### src/sv/lpfc_pkg.sv
// Shared types and constants of the length-prefixed frame checker.
package lpfc_pkg;

    // Field widths
    localparam int DATA_W      = 8;
    localparam int LEN_BITS    = 24;
    localparam int CFG_W       = 24;
    localparam int CFG_IDX_W   = 2;
    localparam int LEN_FIELD_W = 32;
    localparam int TOT_W       = LEN_FIELD_W + 1;
    localparam int REGION_W    = 3;
    localparam int STATUS_W    = 3;
    // Result data bus: data byte and frame length, padded to whole bytes
    localparam int TDATA_W     = ((DATA_W + LEN_BITS + 7) / 8) * 8;

    // Start flag, two 4-byte lengths and end flag
    localparam logic [TOT_W-1:0]    OVERHEAD = TOT_W'(10);
    localparam logic [LEN_BITS-1:0] LEN_MASK = {LEN_BITS{1'b1}};

    // Register indexes of the configuration port
    localparam logic [CFG_IDX_W-1:0] CFG_SOF_BYTE      = CFG_IDX_W'(0);
    localparam logic [CFG_IDX_W-1:0] CFG_EOF_BYTE      = CFG_IDX_W'(1);
    localparam logic [CFG_IDX_W-1:0] CFG_MAX_FRAME_LEN = CFG_IDX_W'(2);

    // Register reset values
    localparam logic [DATA_W-1:0] SOF_BYTE_RST      = DATA_W'(2);
    localparam logic [DATA_W-1:0] EOF_BYTE_RST      = DATA_W'(3);
    localparam logic [CFG_W-1:0]  MAX_FRAME_LEN_RST = CFG_W'(65536);

    typedef enum logic [2:0] {
        PH_HUNT,
        PH_HLEN,
        PH_BLEN,
        PH_HEAD,
        PH_BODY,
        PH_END
    } phase_t;

    typedef enum logic [REGION_W-1:0] {
        RG_HUNT  = 3'd0,
        RG_START = 3'd1,
        RG_HLEN  = 3'd2,
        RG_BLEN  = 3'd3,
        RG_HEAD  = 3'd4,
        RG_BODY  = 3'd5,
        RG_END   = 3'd6
    } region_t;

    typedef enum logic [STATUS_W-1:0] {
        ST_MORE      = 3'd0,
        ST_COMPLETE  = 3'd1,
        ST_START_ERR = 3'd2,
        ST_LEN_ERR   = 3'd3,
        ST_END_ERR   = 3'd4
    } status_t;

    typedef struct packed {
        logic [DATA_W-1:0] sof_byte;
        logic [DATA_W-1:0] eof_byte;
        logic [CFG_W-1:0]  max_frame_len;
    } cfg_t;

    typedef struct packed {
        logic [DATA_W-1:0]   data_byte;
        region_t             region;
        status_t             status;
        logic [LEN_BITS-1:0] frame_len;
    } result_t;

endpackage

### src/sv/lpfc_core.sv
// Frame layout state machine: classifies one byte per step and tracks lengths.
module lpfc_core (
    input  logic                        clk,
    input  logic                        rst_n,
    input  logic                        step,
    input  logic [lpfc_pkg::DATA_W-1:0] rx_byte,
    input  lpfc_pkg::cfg_t              cfg,
    output lpfc_pkg::result_t           result
);
    import lpfc_pkg::*;

    phase_t                 phase_reg, phase_next;
    logic [1:0]             cnt_reg, cnt_next;
    logic [LEN_FIELD_W-1:0] hdr_size_reg, hdr_size_next;
    logic [LEN_FIELD_W-1:0] pay_size_reg, pay_size_next;
    logic [LEN_BITS-1:0]    left_reg, left_next;
    logic [LEN_BITS-1:0]    total_reg, total_next;

    logic [LEN_FIELD_W-1:0] head_shift;
    logic [LEN_FIELD_W-1:0] body_shift;
    logic                   head_bad;
    logic                   body_bad;
    logic [TOT_W-1:0]       total_sum;
    logic [TOT_W-1:0]       limit;
    logic                   too_long;
    logic                   last_left;
    logic                   field_done;

    // Shared datapath terms
    always_comb
    begin
        head_shift = {hdr_size_reg[LEN_FIELD_W-DATA_W-1:0], rx_byte};
        body_shift = {pay_size_reg[LEN_FIELD_W-DATA_W-1:0], rx_byte};
        head_bad   = (head_shift == '0) || head_shift[LEN_FIELD_W-1];
        body_bad   = (body_shift == '0) || body_shift[LEN_FIELD_W-1];
        // head is already known positive here, so the sum cannot overflow 33 bits
        total_sum  = {1'b0, hdr_size_reg} + {1'b0, body_shift} + OVERHEAD;
        limit      = (TOT_W'(cfg.max_frame_len) > TOT_W'(LEN_MASK)) ?
                     TOT_W'(LEN_MASK) : TOT_W'(cfg.max_frame_len);
        too_long   = total_sum > limit;
        last_left  = (left_reg[LEN_BITS-1:1] == '0);
        field_done = (cnt_reg == 2'd3);
    end

    // Next phase
    always_comb
    begin
        phase_next = phase_reg;
        case (phase_reg)
            PH_HUNT:
            begin
                if (rx_byte == cfg.sof_byte)
                    phase_next = PH_HLEN;
            end
            PH_HLEN:
            begin
                if (field_done)
                    phase_next = head_bad ? PH_HUNT : PH_BLEN;
            end
            PH_BLEN:
            begin
                if (field_done)
                    phase_next = (body_bad || too_long) ? PH_HUNT : PH_HEAD;
            end
            PH_HEAD:
            begin
                if (last_left)
                    phase_next = PH_BODY;
            end
            PH_BODY:
            begin
                if (last_left)
                    phase_next = PH_END;
            end
            PH_END:  phase_next = PH_HUNT;
            default: phase_next = PH_HUNT;
        endcase
    end

    // Result fields and counter/length updates
    always_comb
    begin
        result.data_byte = rx_byte;
        result.region    = RG_HUNT;
        result.status    = ST_MORE;
        result.frame_len = '0;
        cnt_next         = cnt_reg;
        hdr_size_next    = hdr_size_reg;
        pay_size_next    = pay_size_reg;
        left_next        = left_reg;
        total_next       = total_reg;
        case (phase_reg)
            PH_HUNT:
            begin
                if (rx_byte == cfg.sof_byte)
                begin
                    result.region = RG_START;
                    cnt_next      = '0;
                    hdr_size_next = '0;
                    pay_size_next = '0;
                    left_next     = '0;
                end
                else
                begin
                    result.status = ST_START_ERR;
                end
            end
            PH_HLEN:
            begin
                result.region = RG_HLEN;
                hdr_size_next = head_shift;
                cnt_next      = cnt_reg + 2'd1;
                if (field_done && head_bad)
                    result.status = ST_LEN_ERR;
            end
            PH_BLEN:
            begin
                result.region = RG_BLEN;
                pay_size_next = body_shift;
                cnt_next      = cnt_reg + 2'd1;
                if (field_done)
                begin
                    if (body_bad || too_long)
                        result.status = ST_LEN_ERR;
                    else
                    begin
                        left_next  = hdr_size_reg[LEN_BITS-1:0];
                        total_next = total_sum[LEN_BITS-1:0];
                    end
                end
            end
            PH_HEAD:
            begin
                result.region = RG_HEAD;
                left_next     = last_left ? pay_size_reg[LEN_BITS-1:0] :
                                left_reg - LEN_BITS'(1);
            end
            PH_BODY:
            begin
                result.region = RG_BODY;
                left_next     = last_left ? '0 : left_reg - LEN_BITS'(1);
            end
            PH_END:
            begin
                result.region = RG_END;
                if (rx_byte == cfg.eof_byte)
                begin
                    result.status    = ST_COMPLETE;
                    result.frame_len = total_reg;
                end
                else
                begin
                    result.status = ST_END_ERR;
                end
            end
            default: ;
        endcase
    end

    // State registers, advanced once per byte
    always_ff @(posedge clk or negedge rst_n)
    begin
        if (!rst_n)
        begin
            phase_reg    <= PH_HUNT;
            cnt_reg      <= '0;
            hdr_size_reg <= '0;
            pay_size_reg <= '0;
            left_reg     <= '0;
            total_reg    <= '0;
        end
        else if (step)
        begin
            phase_reg    <= phase_next;
            cnt_reg      <= cnt_next;
            hdr_size_reg <= hdr_size_next;
            pay_size_reg <= pay_size_next;
            left_reg     <= left_next;
            total_reg    <= total_next;
        end
    end

endmodule

### config.mk
export PLATFORM = sky130hd
export DESIGN_NAME = lpfc_core
export DESIGN_NICKNAME = d
export VERILOG_FILES = /design/src/sv/lpfc_pkg.sv /design/src/sv/lpfc_core.sv
export SDC_FILE = /design/constraint.sdc
export NUM_CORES = 1
export LEC_CHECK = 0
export ABC_CLOCK_PERIOD_IN_PS = 9900
export BUFFER_PORTS_ARGS = -buffer_cell sky130_fd_sc_hd__buf_2
export CAP_MARGIN = 25
export CORE_UTILIZATION = 61
export DETAILED_ROUTE_END_ITERATION = 16
export GPL_ROUTABILITY_DRIVEN = 0
export GPL_TIMING_DRIVEN = 0
export MAX_ROUTING_LAYER = met4
export PLACE_DENSITY_LB_ADDON = 0.05
export SKIP_CTS_REPAIR_TIMING = 1
export SKIP_LAST_GASP = 1
export SYNTH_ARGS = -nofsm -noshare
export SYNTH_HDL_FRONTEND = slang
export SYNTH_SLANG_ARGS = --single-unit
### constraint.sdc
create_clock -name clk -period 9.9 [get_ports clk]
set_clock_uncertainty 0.05 [all_clocks]
set_input_delay 1.98 -clock clk [delete_from_list [all_inputs] [get_ports clk]]
set_output_delay 1.98 -clock clk [all_outputs]
set_load 0.005 [all_outputs]
==> results.py, run 1 <==
metrics = {
    "yosys": {
        "synth-compound-area-share": 0.212,
        "yosysTopAreaCellShare": 0.307,
        "yosysSeqAreaShare": 0.307,
        "synth_cells": 1052,
        "avgSynthCellArea_um2": 8.43,
        "ys_ff_latch": 109,
        "synth_cell_types": 74,
        "synthXorXnorAreaFrac": 0.0365,
        "yosys.area_share.simple": 0.212,
        "synth_edf_count": 0,
        "synth_top_family_by_area": "simple AND/OR/NAND/NOR gates",
        "synth-warning-count": 0,
        "synth_mux_area_frac": 0.0457,
        "synth_fp_nets": 1193,
        "synth_top_cells_by_area": "dfrtp_1 (31%), ha_1 (13%), nand2_1 (6.9%)",
        "netlist_area_um2": 8870,
        "async_flop_share": 1.00,
        "synthFlopType": "dfrtp_1",
        "synth_top_cell_by_area": "dfrtp_1",
        "synthAdderAreaFrac": 0.128,
    },
    "pwr": {
        "combPwrFrac": 0.602,
        "seqPwrFrac": 0.266,
        "p_leak_nw": 4.75,
        "vdd_ir_drop_max_uv": 233,
        "p_int_mw": 1.49,
        "p_clk_frac": 0.131,
        "power.share.switching": 0.496,
        "p_sw_mw": 1.47,
        "power-per-cell-area_nw_per_um2": 299,
    },
    "timing": {
        "setup_violations": 0,
        "worstMarginPinSlew_ns": 0.845,
        "post-route-min-period_ns": 9.61,
        "clock.fmax_mhz": 104,
        "rsz0062_at_grt": "no",
        "layout_worst_path_cycle_share": 0.971,
        "final_max_slew_viol_count": 0,
        "report.final.hold_viol_count": 0,
        "fin_tns_setup_ns": 0,
        "slew_headroom": 0.437,
    },
    "floorplan": {
        "die_area_um2": 15000,
        "die-height_um": 123,
        "fp.coreArea_um2": 14000,
        "num_rows": 43,
        "pin_count": 89,
        "die_x_um": 123,
        "start_util": 0.632,
    },
    "routing": {
        "drt_iter0_drc": 916,
        "wl_per_cell_um": 19.1,
        "postRouteAntennaNets": 0,
        "viasPerCell": 6.37,
        "vias": 8515,
        "first_pass_iters": 6,
        "drcViolationCount": 0,
        "finalWirelength_mm": 25.5,
    },
    "worst_setup_path": {
        "end_kind": "output port",
        "crit_slowest_cell": "or4_4",
        "path_max_fanout": 7,
        "ff2ff_path_depth": 27,
        "cp_slowest_stage_delay_ns": 0.54,
        "cp.arrival_ns": 7.58,
        "crit_type": "primary input to output port",
        "worstPathRequired_ns": 7.87,
        "r2r_slack_ns": 3.22,
        "cpMostUsedCell": "ha_1",
        "cp-start-kind": "primary input",
    },
    "global_routing": {
        "grt_pass1_vias": 7855,
        "grt_use_total": 0.358,
        "antenna_found_initial": 0,
        "grt_pass1_wl_mm": 39.8,
        "grt_max_degree": 61,
        "grt_overflow": 0,
    },
    "place": {
        "post-dp-hpwl_mm": 19.4,
        "dp.cells": 1320,
        "port_buffers": 86,
    },
    "layout": {
        "multiInputGateArea_um2": 5650,
        "largest_reg_flops": 32,
        "drive_gt1_frac": 0.144,
        "final_core_util": 0.706,
        "nets": 1294,
        "final_cells": 1336,
        "area_growth_pct": 11.7,
        "fillerInstances": 1167,
        "regArea_um2": 2730,
        "antenna_cells": 0,
    },
    "job": {
        "maxCapViolations": 0,
    },
    "hold_path": {
        "hold_depth": 1,
        "hp-class": "flip-flop to flip-flop",
    },
    "clocking": {
        "cts.htree.levels": 3,
        "clkTransAtPathRegs_ns": 0.07,
        "cts_buffers": 9,
        "tritoncts": "done",
        "root_buffer": "clkbuf_16",
        "clock_latency_ns": 0.35,
        "clock-sinks": 109,
        "cts_buffer_depth": 2,
    },
    "status": {
        "status": "finished, final reports clean",
    },
}
[worst paths after layout]
kind | startpoint | endpoint
max in group asynchronous | rst_n | pay_size_reg[20]$_DFFE_PN0P_
min in group asynchronous | rst_n | total_reg[21]$_DFFE_PN0P_
worst max-delay path | rx_byte[7] | result[25]
worst min register to register | total_reg[3]$_DFFE_PN0P_ | total_reg[3]$_DFFE_PN0P_
worst min-delay path | total_reg[3]$_DFFE_PN0P_ | total_reg[3]$_DFFE_PN0P_
worst max register to register | pay_size_reg[0]$_DFFE_PN0P_ | total_reg[12]$_DFFE_PN0P_
[area by class of cell]
class,count,share of cell area
plain buffers,62,0.0319
clock buffers,9,0.0227
clock inverters,5,0.00783
inverters,55,0.0208
multi-input cells,826,0.570
flip-flops and latches,109,0.275
well taps,180,0.0227
repair buffers,90,0.0485
[cell usage after synthesis (all sizes together) (3+ instances only)]
library cell / number
o211ai: 24
a21o: 9
inv: 55
nor4: 25
or2: 5
nor2: 52
xnor2: 28
nand4: 15
and3: 9
o21bai: 6
or3: 8
nand2: 162
nand2b: 12
o21a: 8
a221o: 4
a211oi: 4
a21boi: 3
a222oi: 10
buf: 19
o31ai: 5
mux2i: 6
nor3b: 5
mux2: 24
nand3: 26
xor2: 9
a221oi: 12
o2bb2ai: 19
dfrtp: 109
a31oi: 7
a211o: 3
and4: 3
nor3: 25
clkbuf: 43
o21ai: 95
a21oi: 48
a22oi: 3
nor2b: 8
ha: 89
and2: 30
[cells by family (layout without fill, tap and decap cells)]
group	Yosys count	after routing
AND/OR/NAND/NOR	391	391
buffers and inverters	117	221
multiplexers	30	30
AO/OA/AOI/OAI	278	278
adder cells (fa/ha/maj)	90	90
XOR/XNOR	37	37
flip-flops	109	109
[worst max-delay path: cells and delay by family]
kind / cells / cell delay [ns]
compound gates: 12 / 2.46
xor+xnor: 1 / 0.20
fa+ha+maj: 3 / 0.99
buf+inv: 3 / 0.50
simple gates: 6 / 1.44
[power groups by stage]
stage | combinational (mW) | clock (mW) | sequential, mW
global placement | 1.66 | 0 | 0.784
global route | 1.96 | 0.407 | 0.800
detailed placement | 1.70 | 0 | 0.786
finish | 1.78 | 0.388 | 0.788
CTS | 1.72 | 0.391 | 0.779
floorplan | 1.28 | 0 | 0.702
[metal layers]
layer | global-route usage | part of all wire | up-vias
met1 | 0.465 | 0.43 | 4020
met3 | 0.0948 | 0.090 | 75
met2 | 0.537 | 0.44 | 413
met4 | 0.124 | 0.033 | 0
met5 | - | 0 | -
li1 | - | - | 4007
[layout by cell type (no fill, tap or decap), types with 28 or more instances in the layout]
cell type and instances:
a21oi_1 47, and2_1 30, buf_2 92, clkbuf_1 41
dfrtp_1 109, ha_1 89, inv_1 55, nand2_1 162
nor2_1 52, o21ai_0 90, xnor2_1 28
[stage by stage]
stage	power (mW)	setup slack [ns]	hold slack, ns	instance area, um^2
2_1_floorplan	1.98	1.46	0.399	8870
3_3_place_gp	2.45	-0.0414	0.412	9530
3_5_place_dp	2.49	-0.111	0.420	9560
4_1_cts	2.89	-0.157	0.437	9870
5_1_grt	3.17	0.00119	0.458	9910
6_report	2.96	0.288	0.432	9910
Note: power is estimated with default switching activity, not from simulation.
==> run 2: changes to the inputs <==
CORE_ASPECT_RATIO = 0.7   (was unset)
CORE_MARGIN = 3   (was unset)
==> run 2 against run 1 <==
  * Final cell count is 0.90% higher
  * Fmax rose by 0.36%
  * Worst setup slack improved by 0.034 ns
  * Critical path type unchanged
  * Sequential power is 0.9% higher
  * Critical endpoint unchanged
  * Utilization grew 0.38 points
  * Flip-flop and latch count is the same
  * Global-route usage down 1.4 points
  * Routed wire length rose by 2.3%
  * Register-to-register slack barely moved
  * Sequential share of layout area decreased by 0.17 points
==> results.py, run 2 (synthesized netlist as in run 1, its figures left out) <==
metrics = {
    "status": {
        "status": "finished, final reports clean",
    },
    "global_routing": {
        "grt_overflow": 0,
        "grt_max_degree": 81,
        "grt.busiest_layer": "met1",
        "grt_use_total": 0.344,
        "antenna_found_initial": 0,
        "use_met2": 0.475,
        "grtUsageMet3": 0.106,
        "grt_pass1_vias": 8100,
        "met1_usage": 0.495,
        "grt_pass1_wl_mm": 42.1,
    },
    "clocking": {
        "clock_latency_ns": 0.37,
        "cts_buffers": 9,
        "tritoncts": "done",
        "clkTransAtPathRegs_ns": 0.07,
        "cts.htree.levels": 3,
        "root_buffer": "clkbuf_16",
        "clock-sinks": 109,
        "cts_buffer_depth": 2,
    },
    "hold_path": {
        "hp-class": "flip-flop to flip-flop",
    },
    "worst_setup_path": {
        "path_max_fanout": 6,
        "crit_slowest_cell": "or4_4",
        "cpMostUsedCell": "ha_1",
        "r2r-start": "pay_size_reg[0]$_DFFE_PN0P_",
        "end_kind": "output port",
        "ff2ff_path_depth": 27,
        "r2r_slack_ns": 3.23,
        "cp.arrival_ns": 7.55,
        "crit_type": "primary input to output port",
        "reg2reg_to": "total_reg[14]$_DFFE_PN0P_",
        "crit_path_start": "rx_byte[3]",
        "worstPathRequired_ns": 7.87,
        "cp-start-kind": "primary input",
        "worstSetupEndpoint": "result[25]",
        "cp_slowest_stage_delay_ns": 0.53,
    },
    "timing": {
        "post-route-min-period_ns": 9.58,
        "report.final.hold_viol_count": 0,
        "clock.fmax_mhz": 104,
        "final_max_slew_viol_count": 0,
        "layout_worst_path_cycle_share": 0.967,
        "whs_ns": 0.436,
        "worstMarginPinSlew_ns": 0.773,
        "slew_headroom": 0.480,
        "setup_violations": 0,
        "fin_tns_setup_ns": 0,
    },
    "pwr": {
        "p_clk_frac": 0.137,
        "combPwrFrac": 0.598,
        "power.share.switching": 0.498,
        "p_int_mw": 1.51,
        "seqPwrFrac": 0.264,
        "p_leak_nw": 4.76,
        "p_sw_mw": 1.50,
        "power-per-cell-area_nw_per_um2": 302,
        "vdd_ir_drop_max_uv": 208,
    },
    "layout": {
        "largest_reg_flops": 32,
        "antenna_cells": 0,
        "nets": 1294,
        "layout_commonest_cell": "nand2_1",
        "drive_gt1_frac": 0.145,
        "final_cell_mix": "nand2_1 (162), dfrtp_1 (109), buf_2 (92)",
        "multiInputGateArea_um2": 5660,
        "fillerInstances": 1151,
        "regArea_um2": 2730,
        "area_growth_pct": 12.4,
    },
    "place": {
        "port_buffers": 86,
        "post-dp-hpwl_mm": 19.9,
    },
    "floorplan": {
        "fp.coreArea_um2": 14100,
        "die_x_um": 150,
        "num_rows": 36,
        "start_util": 0.631,
        "die_area_um2": 16100,
        "die-height_um": 107,
        "pin_count": 89,
    },
    "routing": {
        "first_pass_iters": 7,
        "wl_per_cell_um": 19.3,
        "viasPerCell": 6.35,
        "finalWirelength_mm": 26.1,
        "vias": 8563,
        "drt_iter0_drc": 956,
        "postRouteAntennaNets": 0,
        "drcViolationCount": 0,
    },
    "job": {
        "maxCapViolations": 0,
    },
}
-- run 2: cell count changes in the layout (fill, tap and decap cells not counted) --
cell / change
clkbuf_8: +2
inv_6: +1
clkdlybuf4s18_2: +1
buf_6: +1
o2111ai_2: -1
buf_4: -2
o2111ai_4: +1
clkinv_2: -1
-- run 2: final cells by class --
type | count | area share
Multi-Input combinational cell | 826 | 0.568
Timing Repair Buffer | 90 | 0.0488
Tap cell | 190 | 0.0238
Sequential cell | 109 | 0.274
Clock buffer | 11 | 0.0253
Clock inverter | 5 | 0.00816
Buffer | 62 | 0.0317
Inverter | 55 | 0.0207
-- run 2: worst min-delay path by stage --
stage	start	to	depth (start not counted)
after floorplan	total_reg[1]$_DFFE_PN0P_	total_reg[1]$_DFFE_PN0P_	1
after global placement	total_reg[1]$_DFFE_PN0P_	total_reg[1]$_DFFE_PN0P_	1
after detailed placement	total_reg[1]$_DFFE_PN0P_	total_reg[1]$_DFFE_PN0P_	1
after CTS	hdr_size_reg[27]$_DFFE_PN0P_	hdr_size_reg[27]$_DFFE_PN0P_	2
after global routing	total_reg[1]$_DFFE_PN0P_	total_reg[1]$_DFFE_PN0P_	1
final	total_reg[3]$_DFFE_PN0P_	total_reg[3]$_DFFE_PN0P_	1
-- run 2: critical path, delay by kind of cell --
family,cells,cell delay [ns]
XOR/XNOR,1,0.23
buffers and inverters,5,0.61
AND/OR/NAND/NOR,8,1.77
adder cells (fa/ha/maj),3,0.91
AO/OA/AOI/OAI,10,2.03
-- run 2: metrics by stage --
| stage | utilization | instances | worst slack, ns | power, mW | cell area [um^2] |
|---|---|---|---|---|---|
| 3_5_place_dp | 0.682 | 1330 | -0.198 | 2.49 | 9590 |
| 5_1_grt | 0.709 | 1348 | -0.00641 | 3.24 | 9970 |
| 2_1_floorplan | - | 1052 | 1.46 | 1.98 | 8870 |
| 4_1_cts | 0.706 | 1346 | -0.227 | 2.92 | 9920 |
| 3_3_place_gp | 0.679 | 1328 | -0.111 | 2.45 | 9540 |
| 6_report | 0.709 | 1348 | 0.322 | 3.01 | 9970 |
-- run 2: layer usage --
metal  vias up  wire, um  part of all wire
li1       4010         -                 -
met4         0       408             0.016
met2       457     10900              0.42
met1      4047     11700              0.45
met5         -         0                 0
met3        49      3040              0.12
-- run 2: power by group through the flow --
stage | Clock, mW | Sequential, mW | Combinational, mW
3_5_place_dp | 0 | 0.788 | 1.70
4_1_cts | 0.415 | 0.782 | 1.72
3_3_place_gp | 0 | 0.786 | 1.67
5_1_grt | 0.434 | 0.807 | 2.00
6_report | 0.413 | 0.795 | 1.80
2_1_floorplan | 0 | 0.702 | 1.28
